### src/hw/rtl/absl_pkg.sv
// ----------------------------------------------------------------------------
// Alternating-bit serial link package
// Shared widths, codes and constants of the serial link endpoint.
// ----------------------------------------------------------------------------
package absl_pkg;

  localparam int MAX_PAYLOAD_DEF = 32;

  localparam logic [1:0] OP_LINE = 2'd0;
  localparam logic [1:0] OP_APP  = 2'd1;
  localparam logic [1:0] OP_TICK = 2'd2;

  localparam logic [1:0] KIND_LINE    = 2'd0;
  localparam logic [1:0] KIND_PAYLOAD = 2'd1;
  localparam logic [1:0] KIND_EVENT   = 2'd2;

  localparam logic [7:0] EVT_BUSY     = 8'd0;
  localparam logic [7:0] EVT_CRC_BAD  = 8'd1;
  localparam logic [7:0] EVT_TIMEOUT  = 8'd2;
  localparam logic [7:0] EVT_BAD_LEN  = 8'd3;
  localparam logic [7:0] EVT_ACK      = 8'd4;
  localparam logic [7:0] EVT_OVERFLOW = 8'd5;

  localparam logic [1:0] REG_TIMEOUT = 2'd0;
  localparam logic [1:0] REG_PUBLISH = 2'd1;
  localparam logic [1:0] REG_ACK     = 2'd2;

  localparam logic [15:0] TIMEOUT_RST = 16'd1000;
  localparam logic [6:0]  PUBLISH_RST = 7'd3;
  localparam logic [6:0]  ACK_RST     = 7'd4;

  localparam logic [31:0] CRC_INIT = 32'hFFFF_FFFF;
  localparam logic [31:0] CRC_POLY = 32'hEDB8_8320;

  localparam logic [7:0] FRAME_OVERHEAD = 8'd5;

endpackage

### src/hw/rtl/absl_if.sv
// ----------------------------------------------------------------------------
// Alternating-bit serial link channels
// Valid/ready channels for the input items and the result items.
// ----------------------------------------------------------------------------
interface absl_in_if;
  logic       valid;
  logic       ready;
  logic [1:0] opcode;
  logic [7:0] data_byte;
  logic       end_of_message;

  modport source (output valid, opcode, data_byte, end_of_message, input ready);
  modport sink (input valid, opcode, data_byte, end_of_message, output ready);
endinterface

interface absl_out_if;
  logic       valid;
  logic       ready;
  logic [1:0] kind;
  logic [7:0] value;
  logic       last;

  modport source (output valid, kind, value, last, input ready);
  modport sink (input valid, kind, value, last, output ready);
endinterface

### src/hw/rtl/alternating_bit_serial_link.sv
// ----------------------------------------------------------------------------
// Alternating-bit serial link endpoint
// Frames application messages as PUBLISH with CRC-32, checks received frames,
// delivers payload, answers with ACK frames and reports events.
// ----------------------------------------------------------------------------
//  channel    dir  fields
//  in_beat    in   opcode, data_byte, end_of_message
//  out_beat   out  kind, value, last
//  cfg_*      in   cfg_we, cfg_index, cfg_data
//
//  A received line byte inside the CRC span is folded into the CRC in S_RXCRC; any
//  other item is taken in S_IDLE, going on to S_EVT when it raises an event.
//  Sent bytes leave in S_TXBYTE, all but CRC bytes then pass S_TXCRC; payload is read
//  in S_TXRD, delivered payload in S_DLV_RD before it is sent in S_DLV_OUT.
//  Reset is synchronous; no clearing pass is needed.
//  A stalled output beat holds the sequencer; input is taken only when idle.
module alternating_bit_serial_link #(
  parameter int MAX_PAYLOAD = absl_pkg::MAX_PAYLOAD_DEF
) (
  input  logic        clk,
  input  logic        rst,
  absl_in_if.sink     in_beat,
  absl_out_if.source  out_beat,
  input  logic        cfg_we,
  input  logic [1:0]  cfg_index,
  input  logic [15:0] cfg_data
);

  localparam int FRAME_MAX = MAX_PAYLOAD + 6;
  localparam int CW  = $clog2(FRAME_MAX + 1);
  localparam int AW  = $clog2(FRAME_MAX);
  localparam int TAW = (MAX_PAYLOAD > 1) ? $clog2(MAX_PAYLOAD) : 1;
  localparam int TCW = $clog2(MAX_PAYLOAD + 1);

  localparam logic [3:0] S_IDLE    = 4'd0;
  localparam logic [3:0] S_RXCRC   = 4'd1;
  localparam logic [3:0] S_FIN     = 4'd2;
  localparam logic [3:0] S_EVT     = 4'd3;
  localparam logic [3:0] S_DLV_RD  = 4'd4;
  localparam logic [3:0] S_DLV_OUT = 4'd5;
  localparam logic [3:0] S_TXBYTE  = 4'd6;
  localparam logic [3:0] S_TXCRC   = 4'd7;
  localparam logic [3:0] S_TXRD    = 4'd8;

  localparam logic [1:0] PH_LEN = 2'd0;
  localparam logic [1:0] PH_CMD = 2'd1;
  localparam logic [1:0] PH_PAY = 2'd2;
  localparam logic [1:0] PH_CRC = 2'd3;

  logic [15:0] timeout_ticks;
  logic [6:0]  publish_code;
  logic [6:0]  ack_code;

  logic [3:0]  state;
  logic [2:0]  bit_cnt;
  logic [7:0]  evt;

  logic [7:0]  rx_mem [FRAME_MAX];
  logic [7:0]  rx_rd_data;
  logic [CW-1:0] rx_count;
  logic [AW-1:0] rx_ptr;
  logic [7:0]  rx_len;
  logic [7:0]  rx_cmd;
  logic [31:0] rx_got;
  logic [31:0] rx_crc;
  logic        rx_fin;
  logic [15:0] idle_cnt;
  logic        exp_bit;

  logic [7:0]  tx_mem [MAX_PAYLOAD];
  logic [7:0]  tx_rd_data;
  logic [TCW-1:0] tx_count;
  logic [TCW-1:0] tx_plen;
  logic [TAW-1:0] tx_ptr;
  logic [7:0]  tx_cmd;
  logic [31:0] tx_crc;
  logic [1:0]  tx_phase;
  logic [1:0]  crc_idx;
  logic        tx_seq;
  logic        awaiting_ack;

  logic        out_valid;
  logic [1:0]  out_kind;
  logic [7:0]  out_value;
  logic        out_last;

  logic        accept;
  logic        slot_free;
  logic        out_load;
  logic [31:0] crc_in;
  logic [31:0] crc_step;
  logic [31:0] tx_crc_fin;
  logic [7:0]  tx_byte;
  logic [7:0]  len_eff;
  logic [15:0] idle_next;
  logic        rx_we;
  logic        tx_we;

  assign in_beat.ready  = (state == S_IDLE);
  assign accept         = in_beat.valid && in_beat.ready;
  assign slot_free      = !out_valid || out_beat.ready;
  assign out_load       = slot_free &&
                          ((state == S_EVT) || (state == S_DLV_OUT) || (state == S_TXBYTE));
  assign out_beat.valid = out_valid;
  assign out_beat.kind  = out_kind;
  assign out_beat.value = out_value;
  assign out_beat.last  = out_last;

  assign crc_in     = (state == S_TXCRC) ? tx_crc : rx_crc;
  assign crc_step   = {1'b0, crc_in[31:1]} ^ (crc_in[0] ? absl_pkg::CRC_POLY : 32'd0);
  assign tx_crc_fin = ~tx_crc;
  assign len_eff    = (rx_count == '0) ? in_beat.data_byte : rx_len;
  assign idle_next  = idle_cnt + 16'd1;

  always_comb begin
    case (tx_phase)
      PH_LEN:  tx_byte = 8'(tx_plen) + absl_pkg::FRAME_OVERHEAD;
      PH_CMD:  tx_byte = tx_cmd;
      PH_PAY:  tx_byte = tx_rd_data;
      default: tx_byte = tx_crc_fin[8*crc_idx +: 8];
    endcase
  end

  assign rx_we = accept && (in_beat.opcode == absl_pkg::OP_LINE) &&
                 !((rx_count == '0) && ((in_beat.data_byte < absl_pkg::FRAME_OVERHEAD) ||
                   (in_beat.data_byte > 8'(MAX_PAYLOAD + 5))));
  assign tx_we = accept && (in_beat.opcode == absl_pkg::OP_APP) && !awaiting_ack &&
                 (tx_count < TCW'(MAX_PAYLOAD));

  always_ff @(posedge clk) begin
    if (rx_we) begin
      rx_mem[rx_count[AW-1:0]] <= in_beat.data_byte;
    end
    rx_rd_data <= rx_mem[rx_ptr];
  end

  always_ff @(posedge clk) begin
    if (tx_we) begin
      tx_mem[tx_count[TAW-1:0]] <= in_beat.data_byte;
    end
    tx_rd_data <= tx_mem[tx_ptr];
  end

  always_ff @(posedge clk) begin
    if (rst) begin
      timeout_ticks <= absl_pkg::TIMEOUT_RST;
      publish_code  <= absl_pkg::PUBLISH_RST;
      ack_code      <= absl_pkg::ACK_RST;
    end else if (cfg_we) begin
      unique case (cfg_index)
        absl_pkg::REG_TIMEOUT: timeout_ticks <= cfg_data;
        absl_pkg::REG_PUBLISH: publish_code  <= cfg_data[6:0];
        absl_pkg::REG_ACK:     ack_code      <= cfg_data[6:0];
        default: ;
      endcase
    end
  end

  always_ff @(posedge clk) begin
    if (rst) begin
      state        <= S_IDLE;
      bit_cnt      <= '0;
      rx_count     <= '0;
      rx_crc       <= absl_pkg::CRC_INIT;
      idle_cnt     <= '0;
      exp_bit      <= 1'b0;
      tx_count     <= '0;
      tx_seq       <= 1'b0;
      awaiting_ack <= 1'b0;
      out_valid    <= 1'b0;
    end else begin
      if (out_beat.ready && !out_load) begin
        out_valid <= 1'b0;
      end
      unique case (state)
        S_IDLE: begin
          if (accept) begin
            case (in_beat.opcode)
              absl_pkg::OP_LINE: begin
                idle_cnt <= '0;
                if (!rx_we) begin
                  rx_count <= '0;
                  rx_crc   <= absl_pkg::CRC_INIT;
                  evt      <= absl_pkg::EVT_BAD_LEN;
                  state    <= S_EVT;
                end else begin
                  rx_len   <= len_eff;
                  if (rx_count == CW'(1)) begin
                    rx_cmd <= in_beat.data_byte;
                  end
                  rx_got   <= {in_beat.data_byte, rx_got[31:8]};
                  rx_count <= rx_count + CW'(1);
                  rx_fin   <= (8'(rx_count) == len_eff);
                  if (8'(rx_count) + 8'd3 < len_eff) begin
                    rx_crc <= ((rx_count == '0) ? absl_pkg::CRC_INIT : rx_crc) ^
                              {24'd0, in_beat.data_byte};
                    state  <= S_RXCRC;
                  end else begin
                    if (rx_count == '0) begin
                      rx_crc <= absl_pkg::CRC_INIT;
                    end
                    state <= (8'(rx_count) == len_eff) ? S_FIN : S_IDLE;
                  end
                end
              end
              absl_pkg::OP_APP: begin
                if (awaiting_ack) begin
                  evt   <= absl_pkg::EVT_BUSY;
                  state <= S_EVT;
                end else if (!tx_we) begin
                  tx_count <= '0;
                  evt      <= absl_pkg::EVT_OVERFLOW;
                  state    <= S_EVT;
                end else if (in_beat.end_of_message) begin
                  tx_plen      <= tx_count + TCW'(1);
                  tx_count     <= '0;
                  awaiting_ack <= 1'b1;
                  tx_cmd       <= {tx_seq, publish_code};
                  tx_crc       <= absl_pkg::CRC_INIT;
                  tx_phase     <= PH_LEN;
                  crc_idx      <= '0;
                  state        <= S_TXBYTE;
                end else begin
                  tx_count <= tx_count + TCW'(1);
                end
              end
              absl_pkg::OP_TICK: begin
                if (rx_count != '0) begin
                  if ((idle_next >= timeout_ticks) || (idle_next == '0)) begin
                    rx_count <= '0;
                    rx_crc   <= absl_pkg::CRC_INIT;
                    idle_cnt <= '0;
                    evt      <= absl_pkg::EVT_TIMEOUT;
                    state    <= S_EVT;
                  end else begin
                    idle_cnt <= idle_next;
                  end
                end
              end
              default: ;
            endcase
          end
        end
        S_RXCRC: begin
          rx_crc  <= crc_step;
          bit_cnt <= bit_cnt + 3'd1;
          if (bit_cnt == 3'd7) begin
            state <= rx_fin ? S_FIN : S_IDLE;
          end
        end
        S_FIN: begin
          rx_count <= '0;
          rx_crc   <= absl_pkg::CRC_INIT;
          idle_cnt <= '0;
          if (rx_got != ~rx_crc) begin
            evt   <= absl_pkg::EVT_CRC_BAD;
            state <= S_EVT;
          end else if (rx_cmd[6:0] == publish_code) begin
            if ((rx_cmd[7] == exp_bit) && (rx_len != absl_pkg::FRAME_OVERHEAD)) begin
              exp_bit <= ~exp_bit;
              rx_ptr  <= AW'(2);
              state   <= S_DLV_RD;
            end else begin
              if (rx_cmd[7] == exp_bit) begin
                exp_bit <= ~exp_bit;
              end
              tx_plen  <= '0;
              tx_cmd   <= {rx_cmd[7], ack_code};
              tx_crc   <= absl_pkg::CRC_INIT;
              tx_phase <= PH_LEN;
              crc_idx  <= '0;
              state    <= S_TXBYTE;
            end
          end else if ((rx_cmd[6:0] == ack_code) && (rx_cmd[7] == tx_seq)) begin
            tx_seq       <= ~tx_seq;
            awaiting_ack <= 1'b0;
            evt          <= absl_pkg::EVT_ACK;
            state        <= S_EVT;
          end else begin
            state <= S_IDLE;
          end
        end
        S_EVT: begin
          if (slot_free) begin
            out_valid <= 1'b1;
            out_kind  <= absl_pkg::KIND_EVENT;
            out_value <= evt;
            out_last  <= 1'b1;
            state     <= S_IDLE;
          end
        end
        S_DLV_RD: begin
          state <= S_DLV_OUT;
        end
        S_DLV_OUT: begin
          if (slot_free) begin
            out_valid <= 1'b1;
            out_kind  <= absl_pkg::KIND_PAYLOAD;
            out_value <= rx_rd_data;
            out_last  <= 1'b0;
            if (8'(rx_ptr) == rx_len - 8'd4) begin
              tx_plen  <= '0;
              tx_cmd   <= {rx_cmd[7], ack_code};
              tx_crc   <= absl_pkg::CRC_INIT;
              tx_phase <= PH_LEN;
              crc_idx  <= '0;
              state    <= S_TXBYTE;
            end else begin
              rx_ptr <= rx_ptr + AW'(1);
              state  <= S_DLV_RD;
            end
          end
        end
        S_TXBYTE: begin
          if (slot_free) begin
            out_valid <= 1'b1;
            out_kind  <= absl_pkg::KIND_LINE;
            out_value <= tx_byte;
            out_last  <= (tx_phase == PH_CRC) && (crc_idx == 2'd3);
            if (tx_phase == PH_CRC) begin
              crc_idx <= crc_idx + 2'd1;
              if (crc_idx == 2'd3) begin
                state <= S_IDLE;
              end
            end else begin
              tx_crc <= tx_crc ^ {24'd0, tx_byte};
              state  <= S_TXCRC;
            end
          end
        end
        S_TXCRC: begin
          tx_crc  <= crc_step;
          bit_cnt <= bit_cnt + 3'd1;
          if (bit_cnt == 3'd7) begin
            case (tx_phase)
              PH_LEN: begin
                tx_phase <= PH_CMD;
                state    <= S_TXBYTE;
              end
              PH_CMD: begin
                if (tx_plen == '0) begin
                  tx_phase <= PH_CRC;
                  state    <= S_TXBYTE;
                end else begin
                  tx_phase <= PH_PAY;
                  tx_ptr   <= '0;
                  state    <= S_TXRD;
                end
              end
              default: begin
                if (TCW'(tx_ptr) + TCW'(1) == tx_plen) begin
                  tx_phase <= PH_CRC;
                  state    <= S_TXBYTE;
                end else begin
                  tx_ptr <= tx_ptr + TAW'(1);
                  state  <= S_TXRD;
                end
              end
            endcase
          end
        end
        S_TXRD: begin
          state <= S_TXBYTE;
        end
        default: state <= S_IDLE;
      endcase
    end
  end

`ifndef NO_ASSERTIONS
  a_rx_count_range: assert property (@(posedge clk) disable iff (rst)
    rx_count <= CW'(FRAME_MAX))
    else $error("receive count beyond the longest frame");

  a_no_gather_while_waiting: assert property (@(posedge clk) disable iff (rst)
    awaiting_ack |-> (tx_count == '0))
    else $error("payload gathered while an ACK is outstanding");

  a_bit_cnt_idle: assert property (@(posedge clk) disable iff (rst)
    ((state != S_RXCRC) && (state != S_TXCRC)) |-> (bit_cnt == '0))
    else $error("CRC bit counter left mid-byte");

  a_out_hold: assert property (@(posedge clk) disable iff (rst)
    (out_valid && !out_beat.ready) |=>
      (out_valid && $stable({out_kind, out_value, out_last})))
    else $error("output beat changed while stalled");
`endif

endmodule
### src/flat_wrapper.sv
// flat-port wrapper written by rule: the top's interface ports become plain ports
module alternating_bit_serial_link_flat 
#(
  parameter int MAX_PAYLOAD = absl_pkg::MAX_PAYLOAD_DEF
)
  (clk, rst, cfg_we, cfg_index, cfg_data, in_beat_valid, in_beat_opcode, in_beat_data_byte, in_beat_end_of_message, in_beat_ready, out_beat_valid, out_beat_kind, out_beat_value, out_beat_last, out_beat_ready);
  absl_in_if in_beat_i ();
  absl_out_if out_beat_i ();
  input  logic clk;
  input  logic rst;
  input  logic cfg_we;
  input  logic [1:0] cfg_index;
  input  logic [15:0] cfg_data;
  input wire logic [$bits(in_beat_i.valid)-1:0] in_beat_valid;
  input wire logic [$bits(in_beat_i.opcode)-1:0] in_beat_opcode;
  input wire logic [$bits(in_beat_i.data_byte)-1:0] in_beat_data_byte;
  input wire logic [$bits(in_beat_i.end_of_message)-1:0] in_beat_end_of_message;
  output wire logic [$bits(in_beat_i.ready)-1:0] in_beat_ready;
  output wire logic [$bits(out_beat_i.valid)-1:0] out_beat_valid;
  output wire logic [$bits(out_beat_i.kind)-1:0] out_beat_kind;
  output wire logic [$bits(out_beat_i.value)-1:0] out_beat_value;
  output wire logic [$bits(out_beat_i.last)-1:0] out_beat_last;
  input wire logic [$bits(out_beat_i.ready)-1:0] out_beat_ready;
  assign in_beat_i.valid = in_beat_valid;
  assign in_beat_i.opcode = in_beat_opcode;
  assign in_beat_i.data_byte = in_beat_data_byte;
  assign in_beat_i.end_of_message = in_beat_end_of_message;
  assign in_beat_ready = in_beat_i.ready;
  assign out_beat_valid = out_beat_i.valid;
  assign out_beat_kind = out_beat_i.kind;
  assign out_beat_value = out_beat_i.value;
  assign out_beat_last = out_beat_i.last;
  assign out_beat_i.ready = out_beat_ready;
  alternating_bit_serial_link #(.MAX_PAYLOAD(MAX_PAYLOAD)) u_core (.clk(clk), .rst(rst), .in_beat(in_beat_i), .out_beat(out_beat_i), .cfg_we(cfg_we), .cfg_index(cfg_index), .cfg_data(cfg_data));
endmodule
### config.mk
export PLATFORM = sky130hd
export DESIGN_NAME = alternating_bit_serial_link_flat
export DESIGN_NICKNAME = d
export VERILOG_FILES = /design/src/hw/rtl/absl_pkg.sv /design/src/hw/rtl/absl_if.sv /design/src/hw/rtl/alternating_bit_serial_link.sv /design/src/flat_wrapper.sv
export SDC_FILE = /design/constraint.sdc
export NUM_CORES = 1
export LEC_CHECK = 0
export ABC_AREA = 1
export BUFFER_PORTS_ARGS = -buffer_cell sky130_fd_sc_hd__buf_4
export CAP_MARGIN = 20
export CORE_MARGIN = 1
export CORE_UTILIZATION = 45
export CTS_BUF_LIST = sky130_fd_sc_hd__clkbuf_8
export DETAILED_ROUTE_END_ITERATION = 8
export PLACE_DENSITY = 0.7
export SYNTH_ARGS = -nofsm -noshare
export SYNTH_HDL_FRONTEND = slang
export SYNTH_SLANG_ARGS = --single-unit
### constraint.sdc
create_clock -name clk -period 5.2 [get_ports clk]
set_input_delay 1.04 -clock clk [delete_from_list [all_inputs] [get_ports clk]]
set_output_delay 1.04 -clock clk [all_outputs]
set_load 0.01 [all_outputs]
# == Yosys cells after proc, flatten, opt, wreduce, memory -nomap -nowiden ==
# Memory sizes are Yosys's and may differ from the RTL's. A register that Yosys moved wholly into a read port is not among the register bits.
# Cells that the tools add are included.
# op_classes
add_sub_neg,11
mul,0
div_mod_pow,0
magnitude_cmp,5
n_eq_ne,60
shifts,1
mux,155
bitwise,12
n_reduce_logical,61
# op_table
cell,count
$mux 32,20
$mux 8,23
$pmux 32 s5,1
$mux 6,21
$pmux 32 s3,1
$pmux 8 s3,4
$mux 4,19
$not 32->32,2
$pmux 16 s2,2
$pmux 32 s2,1
$xor 32x8->32,2
$mux 16,3
$mux 2,22
$reduce_and 14->1,3
$pmux 4 s9,1
$pmux 6 s2,3
$ne 32x32->1,1
$shiftx 32x6->8,1
$xor 31x32->32,1
$ne 2x2->1 const B,15
$mux 1,21
$reduce_and 5->1,4
$add 6x1->6 const B,3
$pmux 6 s3,1
other kinds (64),130
# word_totals
reg_bits,230
latchBits,0
ramBits,560
rom_bits,0
input_bits,34
out_inout_bits,13
word_cells,335
mem_count,2
# memory_table
name,depth,width,rd,rd_ports_with_merged_regs,wr,line_no,source
u_core.rx_mem,38,8,1,1,1,alternating_bit_serial_link.sv:58,logic [7:0] rx_mem [FRAME_MAX];
u_core.tx_mem,32,8,1,1,1,alternating_bit_serial_link.sv:70,logic [7:0] tx_mem [MAX_PAYLOAD];

# == Logic depth before layout (Yosys ltp) ==
# Gate-level depths: netlist (run 1).
# depth
ltp_word,10
ltp_mapped,24
depth_no_buf,19

# == Worst setup path after synthesis (run 1) ==
# Ideal clock, no wire load.
# synth_timing
kind,input to register
start,input port in_beat_opcode[1]
end,register u_core.tx_crc[10] (enable)
setup_time_ps,435
arrival_ps,3876
required_ps,4765
slack_ps,889
cell_stages,11
path_buffers,0
cell_sequence,inv_1 > ha_1 > inv_1 > nor2_1 > inv_1 > nor2_1 > nand2_1 > inv_2 > nor2_1 > or2_0 > nor3_1
# synth_via
elab_chain_len,6
elab_cells_between_ends,7
cone_classes,3 x eq/ne; 4 x reduce/logical
# synth_lines
element,line_no,source
start: declaration,flat_wrapper.sv:15,input wire logic [$bits(in_beat_i.opcode)-1:0] in_beat_opcode;
$eq 2x1->1 *,"alternating_bit_serial_link.sv:127, alternating_bit_serial_link.sv:178",
$logic_and 1x1->1 (3 in a row),alternating_bit_serial_link.sv:127,assign tx_we = accept && (in_beat.opcode == absl_pkg::OP_APP) && !awaiting_ack &&
$ne 2x2->1 (no source line),n/a,
$reduce_and 14->1 (no source line) *,n/a,
end signal: assignment,alternating_bit_serial_link.sv:219,tx_crc <= absl_pkg::CRC_INIT;
end signal: assignment,alternating_bit_serial_link.sv:269,tx_crc <= absl_pkg::CRC_INIT;
end signal: assignment,alternating_bit_serial_link.sv:304,tx_crc <= absl_pkg::CRC_INIT;
end: declaration,alternating_bit_serial_link.sv:76,logic [31:0] tx_crc;
# Mark *: on every way between the ends. The rest lies on a longest branch, timed or not.
# A chain may end at the register's enable or synchronous reset.

# == Final worst setup path (run 1) ==
# layout_timing
start,register u_core.rx_count[0]
end,register u_core.state[0]
# layout_via
elab_chain_len,8
elab_cells_between_ends,15
cone_classes,1 x add/sub; 1 x order compare; 1 x eq/ne; 6 x mux; 6 x reduce/logical
# layout_lines
element,line_no,source
start: declaration,alternating_bit_serial_link.sv:60,logic [CW-1:0] rx_count;
start signal: assignment,alternating_bit_serial_link.sv:192,rx_count <= rx_count + CW'(1);
$logic_not 6->1,alternating_bit_serial_link.sv:112,assign len_eff = (rx_count == '0) ? in_beat.data_byte : rx_len;
$mux 8,alternating_bit_serial_link.sv:112,
net u_core.len_eff[6],alternating_bit_serial_link.sv:94,logic [7:0] len_eff;
$lt 8x8->1,alternating_bit_serial_link.sv:194,if (8'(rx_count) + 8'd3 < len_eff) begin
$mux 4,alternating_bit_serial_link.sv:194,
$mux 4,alternating_bit_serial_link.sv:181,if (!rx_we) begin
$pmux 4 s3,alternating_bit_serial_link.sv:178,case (in_beat.opcode)
$mux 4,alternating_bit_serial_link.sv:177,if (accept) begin
$pmux 4 s9,alternating_bit_serial_link.sv:175,unique case (state)
end signal: assignment,alternating_bit_serial_link.sv:202,state <= (8'(rx_count) == len_eff) ? S_FIN : S_IDLE;
end signal: assignment,alternating_bit_serial_link.sv:248,state <= rx_fin ? S_FIN : S_IDLE;
end: declaration,alternating_bit_serial_link.sv:54,logic [3:0] state;
# The timed path passes the listed nets, and every way through them passes these cells. The select of a mux whose other input is x is not followed.

==> flow_summary.toml, run 1 <==
[grt]
use_met2_pct = 36.73
grt_max_degree = 93
grt_pass1_wl_um = 148800
first_global_vias = 25350
use_met3_pct = 5.080
gr-max-usage-layer = "met2"
antenna_found_initial = 5
grt.overflow.total = 0
grt_usage_pct = 24.00
grt_util_met1_pct = 33.70

[timing]
slew_headroom_pct = 28.74
period_share_pct = 77.49
holdWs_ps = 461.6
setup_viol = 0
fin_crit_ps = 4029
fin_skew_ps = 46.61
rsz0062_at_grt = "no"
fmax_mhz = 248.2
worst_slew_pin_slew_ps = 1063
finalHoldViolations = 0
drv_slew = 0
fin_setup_tns_ps = 0

[place]
place.gp.congestion = 0.9639
hpwl_um = 63420
portBuffers = 46

[clock_network]
numCtsBuffers = 133
post_cts_resize_count = 0
clock_path_buffers = 3
htree_levels = 4
clk_latency_ps = 810
cts_sinks = 801
postCtsSetupBuffers = 0
cts.reportedPaths.clkPinSlew_ps = 70
postCtsHoldBufs = 0
cts_tree = "yes"
root_buffer = "clkbuf_8"

[setup_path]
crit_type = "register to register"
cp.arrival_ps = 4730
r2r.worst_path.cells = 17
path_buf_inv = 2
cp_slowest_stage_delay_ps = 620
r2r_end = "u_core.state[0]$_SDFFE_PP0P_"
cp-end-kind = "register"
crit_fanout = 32
rrSetupSlack_ps = 1170
cp_common_cell = "nand2_1"
slowest_stage = "dfxtp_1"
cp.required_ps = 5900
worst_setup_path_start_kind = "register"
reg2reg_from = "u_core.rx_count[0]$_SDFFE_PP0P_"
cp_top_family = "simple AND/OR/NAND/NOR gates"
crit_chain = "clkinv_1 -> ha_1 -> nand3_2 -> nand2_1 -> nand2_1 -> inv_1 -> ha_1 -> and3_1 -> nand2_1 -> nand2_1 -> nand2_1 -> nor2_1 -> nor2_1 -> nor2_1 -> nand4_1 -> nand2_1 -> nor2_1"

[routing]
wl_per_cell_um = 20.63
drtIter0Drc = 3215
drtAntennaViolNets = 0
drt_pre_antenna_iters = 6
drc = 0
via_count = 26910
viasPerCell = 5.657
routed_wl_um = 98120

[synthesis]
synth-edff-count = 684
synth_warnings = 0
syn_nets = 3629
syn_area_mm2 = 0.03594
async_flop_share_pct = 0
yosys.cell_types.count = 55
ys.flop_type = "edfxtp_1"
ys_ff_latch = 801
syn_inst = 3550
ys_seq_area_share_pct = 63.66
avgSynthCellArea_um2 = 10.13

[power_and_ir_drop]
p_clk_share_pct = 33.8
p_per_area_mw_per_mm2 = 391.6
internal_power_mw = 10.77
swShare_pct = 30.88
peakVddDrop_mv = 0.2280
power.leakage_nw = 14.51
p_sw_mw = 4.809
p_seq_share_pct = 48.5
total_power_mw = 15.58
power_frac_comb_pct = 17.8

[floorplan]
rows = 103
initial_core_util_pct = 45.50
io_pins = 47
core_area_mm2 = 0.07900
die-area_mm2 = 0.08101
die_y_um = 284.6
die_x_um = 284.6

[worst_hold_path]
min_path_cells = 2
whs_endpoint = "u_core.timeout_ticks[11]$_SDFFE_PP0P_"
hp-class = "register to register"
min-delay-start = "u_core.timeout_ticks[11]$_SDFFE_PP0P_"

[cells_and_area]
fillers = 7118
area_growth_pct = 10.64
multi_input_area_mm2 = 0.01141
fin_nets = 3683
drive_above_1_share_pct = 8.828
regArea_mm2 = 0.02288

[run_status]
status = "complete, no violations"

[flow_run]
drv_cap = 0
==> per-layer routing <==
metal	routed length [um]	share of wire, %
met5	27	0.028
met4	2604	2.7
met3	8700	8.9
met2	44780	46
met1	42010	43
==> placed cells by master, fill, tap and decap left out, drive strengths merged, types with 7 or more instances in the layout <==
cell type  Yosys  routed
a21oi         96      96
and2           7       7
buf           35      98
clkbuf       144     139
clkinv        12      42
dfxtp        117     117
edfxtp       684     684
ha            45      45
inv          235     296
nand2        648     648
nand3        117     117
nand3b         8       8
nand4         93      93
nor2         559     559
nor3          29      29
nor4          10      10
o211ai        23      23
o21ai        434     434
o221ai        26      26
o22ai        128     128
or2            7       7
xnor2         18      18
xor2          33      33
==> cell usage after synthesis (all sizes together), types with 6 or more instances <==
| cell type | n | area share [%] |
|---|---|---|
| edfxtp | 684 | 57 |
| nand2 | 648 | 6.8 |
| nor2 | 559 | 6.0 |
| o21ai | 434 | 6.1 |
| inv | 235 | 2.5 |
| clkbuf | 144 | 1.5 |
| o22ai | 128 | 2.2 |
| dfxtp | 117 | 6.5 |
| nand3 | 117 | 1.7 |
| a21oi | 96 | 1.3 |
| nand4 | 93 | 1.6 |
| ha | 45 | 1.6 |
| buf | 35 | 0.56 |
| xor2 | 33 | 0.80 |
| nor3 | 29 | 0.42 |
| o221ai | 26 | 0.63 |
| o211ai | 23 | 0.48 |
| xnor2 | 18 | 0.44 |
| clkinv | 12 | 0.13 |
| nor4 | 10 | 0.17 |
| nand3b | 8 | 0.17 |
| and2 | 7 | 0.12 |
| or2 | 7 | 0.12 |
| o31ai | 6 | 0.13 |
==> power by group through the flow <==
stage / registers (mW) / logic (mW) / clock network [mW]
floorplan: 7.54 / 1.95 / 0
global placement: 7.67 / 2.67 / 0
detailed placement: 7.67 / 2.71 / 0
CTS: 7.54 / 2.72 / 5.34
global route: 7.57 / 3.07 / 5.61
finish: 7.55 / 2.77 / 5.26
==> metrics by stage <==
| stage | worst slack (ps) | util [%] | area, um^2 | std cells |
|---|---|---|---|---|
| floorplan | 889.0 | - | 35940 | 3550 |
| global placement | 1081 | 47.16 | 37250 | 4516 |
| detailed placement | 1241 | 47.17 | 37270 | 4518 |
| CTS | 1278 | 50.33 | 39760 | 4753 |
| global route | 882.7 | 50.34 | 39770 | 4755 |
| finish | 1171 | 50.34 | 39770 | 4756 |
==> worst min-delay path: stages, from the launching register on <==
cell and delay, ps:
dfxtp_1 290, inv_1 60, a21oi_1 60
==> state kept, by name, summed over array words and instances (netlist names), 7 cells and up <==
name	cells
u_core.out_beat.value	8
u_core.rx_crc	32
u_core.idle_cnt	16
u_core.tx_cmd	8
u_core.ack_code	7
u_core.publish_code	7
u_core.rx_cmd	8
u_core.tx_crc	32
u_core.timeout_ticks	16
u_core.rx_got	32
u_core.rx_rd_data	8
u_core.tx_mem	256
u_core.tx_rd_data	8
u_core.rx_mem	304
u_core.rx_len	8
==> cell families (layout without fill, tap and decap cells) <==
group,Yosys count,count (layout),share of synthesized area (%)
fa+ha+maj,45,45,1.566
mux,5,5,0.1392
simple gates,1480,1480,17.24
other cells,0,2,0
xor+xnor,51,51,1.243
buf+inv,426,580,4.647
flops,801,801,63.66
compound gates,742,742,11.51
==> worst max-delay path by stage <==
stage,slack [ps],cells past startpoint,from,end
after floorplan,890,11,in_beat_opcode[1],u_core.tx_crc[10]$_DFFE_PP_
after global placement,1080,13,in_beat_opcode[1],u_core.tx_crc[5]$_DFFE_PP_
after detailed placement,1240,12,in_beat_opcode[1],u_core.tx_cmd[6]$_DFFE_PP_
after CTS,1280,9,u_core.rx_count[0]$_SDFFE_PP0P_,u_core.rx_mem[37][1]$_DFFE_PP_
after global routing,880,16,u_core.rx_count[0]$_SDFFE_PP0P_,u_core.state[0]$_SDFFE_PP0P_
final,1170,17,u_core.rx_count[0]$_SDFFE_PP0P_,u_core.state[0]$_SDFFE_PP0P_
==> cell type report <==
cell class	count	share of cell area, %
clock inverters	96	1.450
repair buffers	98	1.844
clock buffers	139	4.810
multi-input cells	2323	28.70
well taps	1050	3.303
diodes	2	0.01258
flip-flops and latches	801	57.54
inverters	247	2.341
(Power assumes the default switching activity.)
==> inputs of run 2 (changes only) <==
--- a/config.mk
+++ b/config.mk
@@ -5,14 +5,14 @@
 export SDC_FILE = /design/constraint.sdc
 export NUM_CORES = 1
 export LEC_CHECK = 0
-export ABC_AREA = 1
+export ABC_AREA = 0
 export BUFFER_PORTS_ARGS = -buffer_cell sky130_fd_sc_hd__buf_4
 export CAP_MARGIN = 20
 export CORE_MARGIN = 1
 export CORE_UTILIZATION = 45
 export CTS_BUF_LIST = sky130_fd_sc_hd__clkbuf_8
 export DETAILED_ROUTE_END_ITERATION = 8
-export PLACE_DENSITY = 0.7
+export PLACE_DENSITY = 0.72
 export SYNTH_ARGS = -nofsm -noshare
 export SYNTH_HDL_FRONTEND = slang
 export SYNTH_SLANG_ARGS = --single-unit
==> constraint.sdc (replaced) <==
create_clock -name clk -period 3.5 [get_ports clk]
set_input_delay 0.7 -clock clk [delete_from_list [all_inputs] [get_ports clk]]
set_output_delay 0.7 -clock clk [all_outputs]
set_load 0.01 [all_outputs]
==> flow_summary.toml, run 2 <==
[run_status]
status = "complete, no violations"

[timing]
holdWs_ps = 160.7
drv_slew = 0
finalHoldViolations = 0
fin_crit_ps = 3343
worst_slew_pin_slew_ps = 833.8
slew_headroom_pct = 44.41
fin_skew_ps = 42.84
fmax_mhz = 299.1
setup_ws_ps = 156.8
period_share_pct = 95.52
setup_viol = 0

[clock_network]
cts.reportedPaths.clkPinSlew_ps = 50
cts_sinks = 801
clk_latency_ps = 790
cts_tree = "yes"
root_buffer = "clkbuf_8"
htree_levels = 4
clock_path_buffers = 3
postCtsHoldBufs = 0
numCtsBuffers = 133

[cells_and_area]
mostFrequentLayoutCells = "edfxtp_1, buf_4, mux4_2, nand2_1, nor2_1"
area_growth_pct = 15.17
stdcell_count = 3504
final_common_cell = "edfxtp_1"
fin_nets = 2506
drive_above_1_share_pct = 24.44
largest_reg_flops = 304

[synthesis]
synth_compound_area_share_pct = 5.560
synth_top_area_share_pct = 60.09
synth_warnings = 0
synth_mux_area_share_pct = 13.61
synth.area.top_cells = "edfxtp_1, mux4_2, dfxtp_1"
synth_fa_ha_area_share_pct = 1.647
synthSimpleGateAreaFrac_pct = 7.387
ys_seq_area_share_pct = 66.94
synth-edff-count = 684
syn_nets = 2273
async_flop_share_pct = 0
synth_xor_area_share_pct = 2.921
syn_area_mm2 = 0.03418
synth_top_family_by_area = "multiplexers"
yosysMostFrequentCell = "edfxtp_1"
ys_top_cells_by_count = "edfxtp_1, mux4_2, nand2_1"
syn_inst = 2194
avgSynthCellArea_um2 = 15.58
yosys.area.top_type = "edfxtp_1"
ys_ff_latch = 801
yosys.cell_types.count = 74
ys.flop_type = "edfxtp_1"

[routing]
viasPerCell = 5.825
drt_pre_antenna_iters = 5
drtIter0Drc = 1858
via_count = 20410
drc = 0
drtAntennaViolNets = 0
routed_wl_um = 83250
wl_per_cell_um = 23.76

[place]
portBuffers = 46
pre_cts_slack_ps = -106.3
place.gp.congestion = 0.9015
hpwl_um = 54790
dpl.cell_count = 3259

[power_and_ir_drop]
p_clk_share_pct = 36.9
swShare_pct = 26.80
peakVddDrop_mv = 0.3232
power_frac_comb_pct = 12.9
internal_power_mw = 15.93
power.leakage_nw = 13.56
p_sw_mw = 5.834
p_per_area_mw_per_mm2 = 553.0
total_power_mw = 21.77
p_seq_share_pct = 50.2

[grt]
first_global_vias = 20700
antenna_found_initial = 6
grt_max_degree = 76
grt_usage_pct = 21.83
grt_pass1_wl_um = 126100
grt.overflow.total = 0

[setup_path]
worst_setup_path_start_kind = "register"
rrSetupSlack_ps = 160
r2r.worst_path.cells = 12
cp.required_ps = 4150
reg2reg_from = "u_core.idle_cnt[4]$_SDFFE_PP0P_"
cp.arrival_ps = 3990
r2r_end = "u_core.rx_crc[20]$_SDFFE_PP1P_"
cp-end-kind = "register"
crit_fanout = 24
crit_type = "register to register"

[worst_hold_path]
min-delay-start = "cfg_data[7]"
whs_endpoint = "u_core.timeout_ticks[7]$_SDFFE_PP1P_"
hp-class = "primary input to register"
min_path_cells = 3

[floorplan]
die-area_mm2 = 0.07706
core_area_mm2 = 0.07482
io_pins = 47
rows = 100
die_y_um = 277.6
initial_core_util_pct = 45.68
die_x_um = 277.6

[flow_run]
drv_cap = 0
run 2: worst max-delay path: stages (launching register included):
cell and delay (ps):
dfxtp_1 390, nand4_1 210, buf_4 220, nor4_4 320, xor2_1 260, ha_1 280, a21o_1 190, a21o_1 180
a21oi_1 200, o21ai_1 140, a211o_1 280, a31o_4 330, o22a_1 220
run 2: kinds of logic after synthesis:
group,count (synthesis)
AOI/OAI and AO/OA,284
xor gates and xnor gates,114
adders and majority gates,45
buffers and inverters,169
DFF,801
muxes,243
and+or+nand+nor,538
run 2: worst max-delay path by stage:
stage                                          from                         endpoint  slack [ps]
CTS                 u_core.idle_cnt[0]$_SDFFE_PP0P_   u_core.rx_crc[20]$_SDFFE_PP1P_          40
global placement    u_core.idle_cnt[0]$_SDFFE_PP0P_   u_core.rx_crc[28]$_SDFFE_PP1P_        -130
finish              u_core.idle_cnt[4]$_SDFFE_PP0P_   u_core.rx_crc[20]$_SDFFE_PP1P_         160
detailed placement  u_core.idle_cnt[0]$_SDFFE_PP0P_   u_core.rx_crc[14]$_SDFFE_PP1P_        -110
floorplan           u_core.rx_count[1]$_SDFFE_PP0P_     u_core.state[1]$_SDFFE_PP0P_          30
global route        u_core.idle_cnt[0]$_SDFFE_PP0P_  u_core.rx_count[4]$_SDFFE_PP0P_         -20
run 2: power by group through the flow:
stage          Sequential, mW  Clock [mW]  Combinational, mW
6_report                 10.9        8.04               2.81
5_1_grt                  10.9        8.60               3.02
4_1_cts                  10.9        8.20               2.79
3_5_place_dp             11.1           0               2.77
3_3_place_gp             11.1           0               2.74
2_1_floorplan            11.0           0               1.74
run 2: area by class of cell:
type                            instances  area [um^2]
Timing Repair Buffer                  223         1759
Fill cell                            6003        35460
Antenna cell                            2        5.005
Inverter                               44        165.2
Sequential cell                       801        22880
Clock inverter                        102        691.9
Clock buffer                          139         1913
Multi-Input combinational cell       1224        10740
Tap cell                              969         1212
run 2: what timing repair did:
action	4_1_cts	5_1_grt
pin swaps	0	2
setup buffers	0	1
setup endpoints to repair	25	43
resized for setup	3	14
run 2: routing by layer:
| layer | part of all wire (%) | GRT usage, % | up-vias |
|---|---|---|---|
| met3 | 7.1 | 4.430 | 147 |
| li1 | - | - | 9025 |
| met4 | 2.8 | 8.287 | 4 |
| met1 | 41 | 29.05 | 10460 |
| met5 | 0.032 | 0 | - |
| met2 | 49 | 35.44 | 778 |
run 2: through the flow:
| step | area (um^2) | util (%) | TNS [ps] |
|---|---|---|---|
| floorplan | 34230 | - | 0 |
| global placement | 36690 | 49.04 | -2961 |
| detailed placement | 36690 | 49.04 | -2047 |
| CTS | 39310 | 52.54 | 0 |
| global route | 39360 | 52.61 | -21.81 |
| finish | 39370 | 52.61 | 0 |
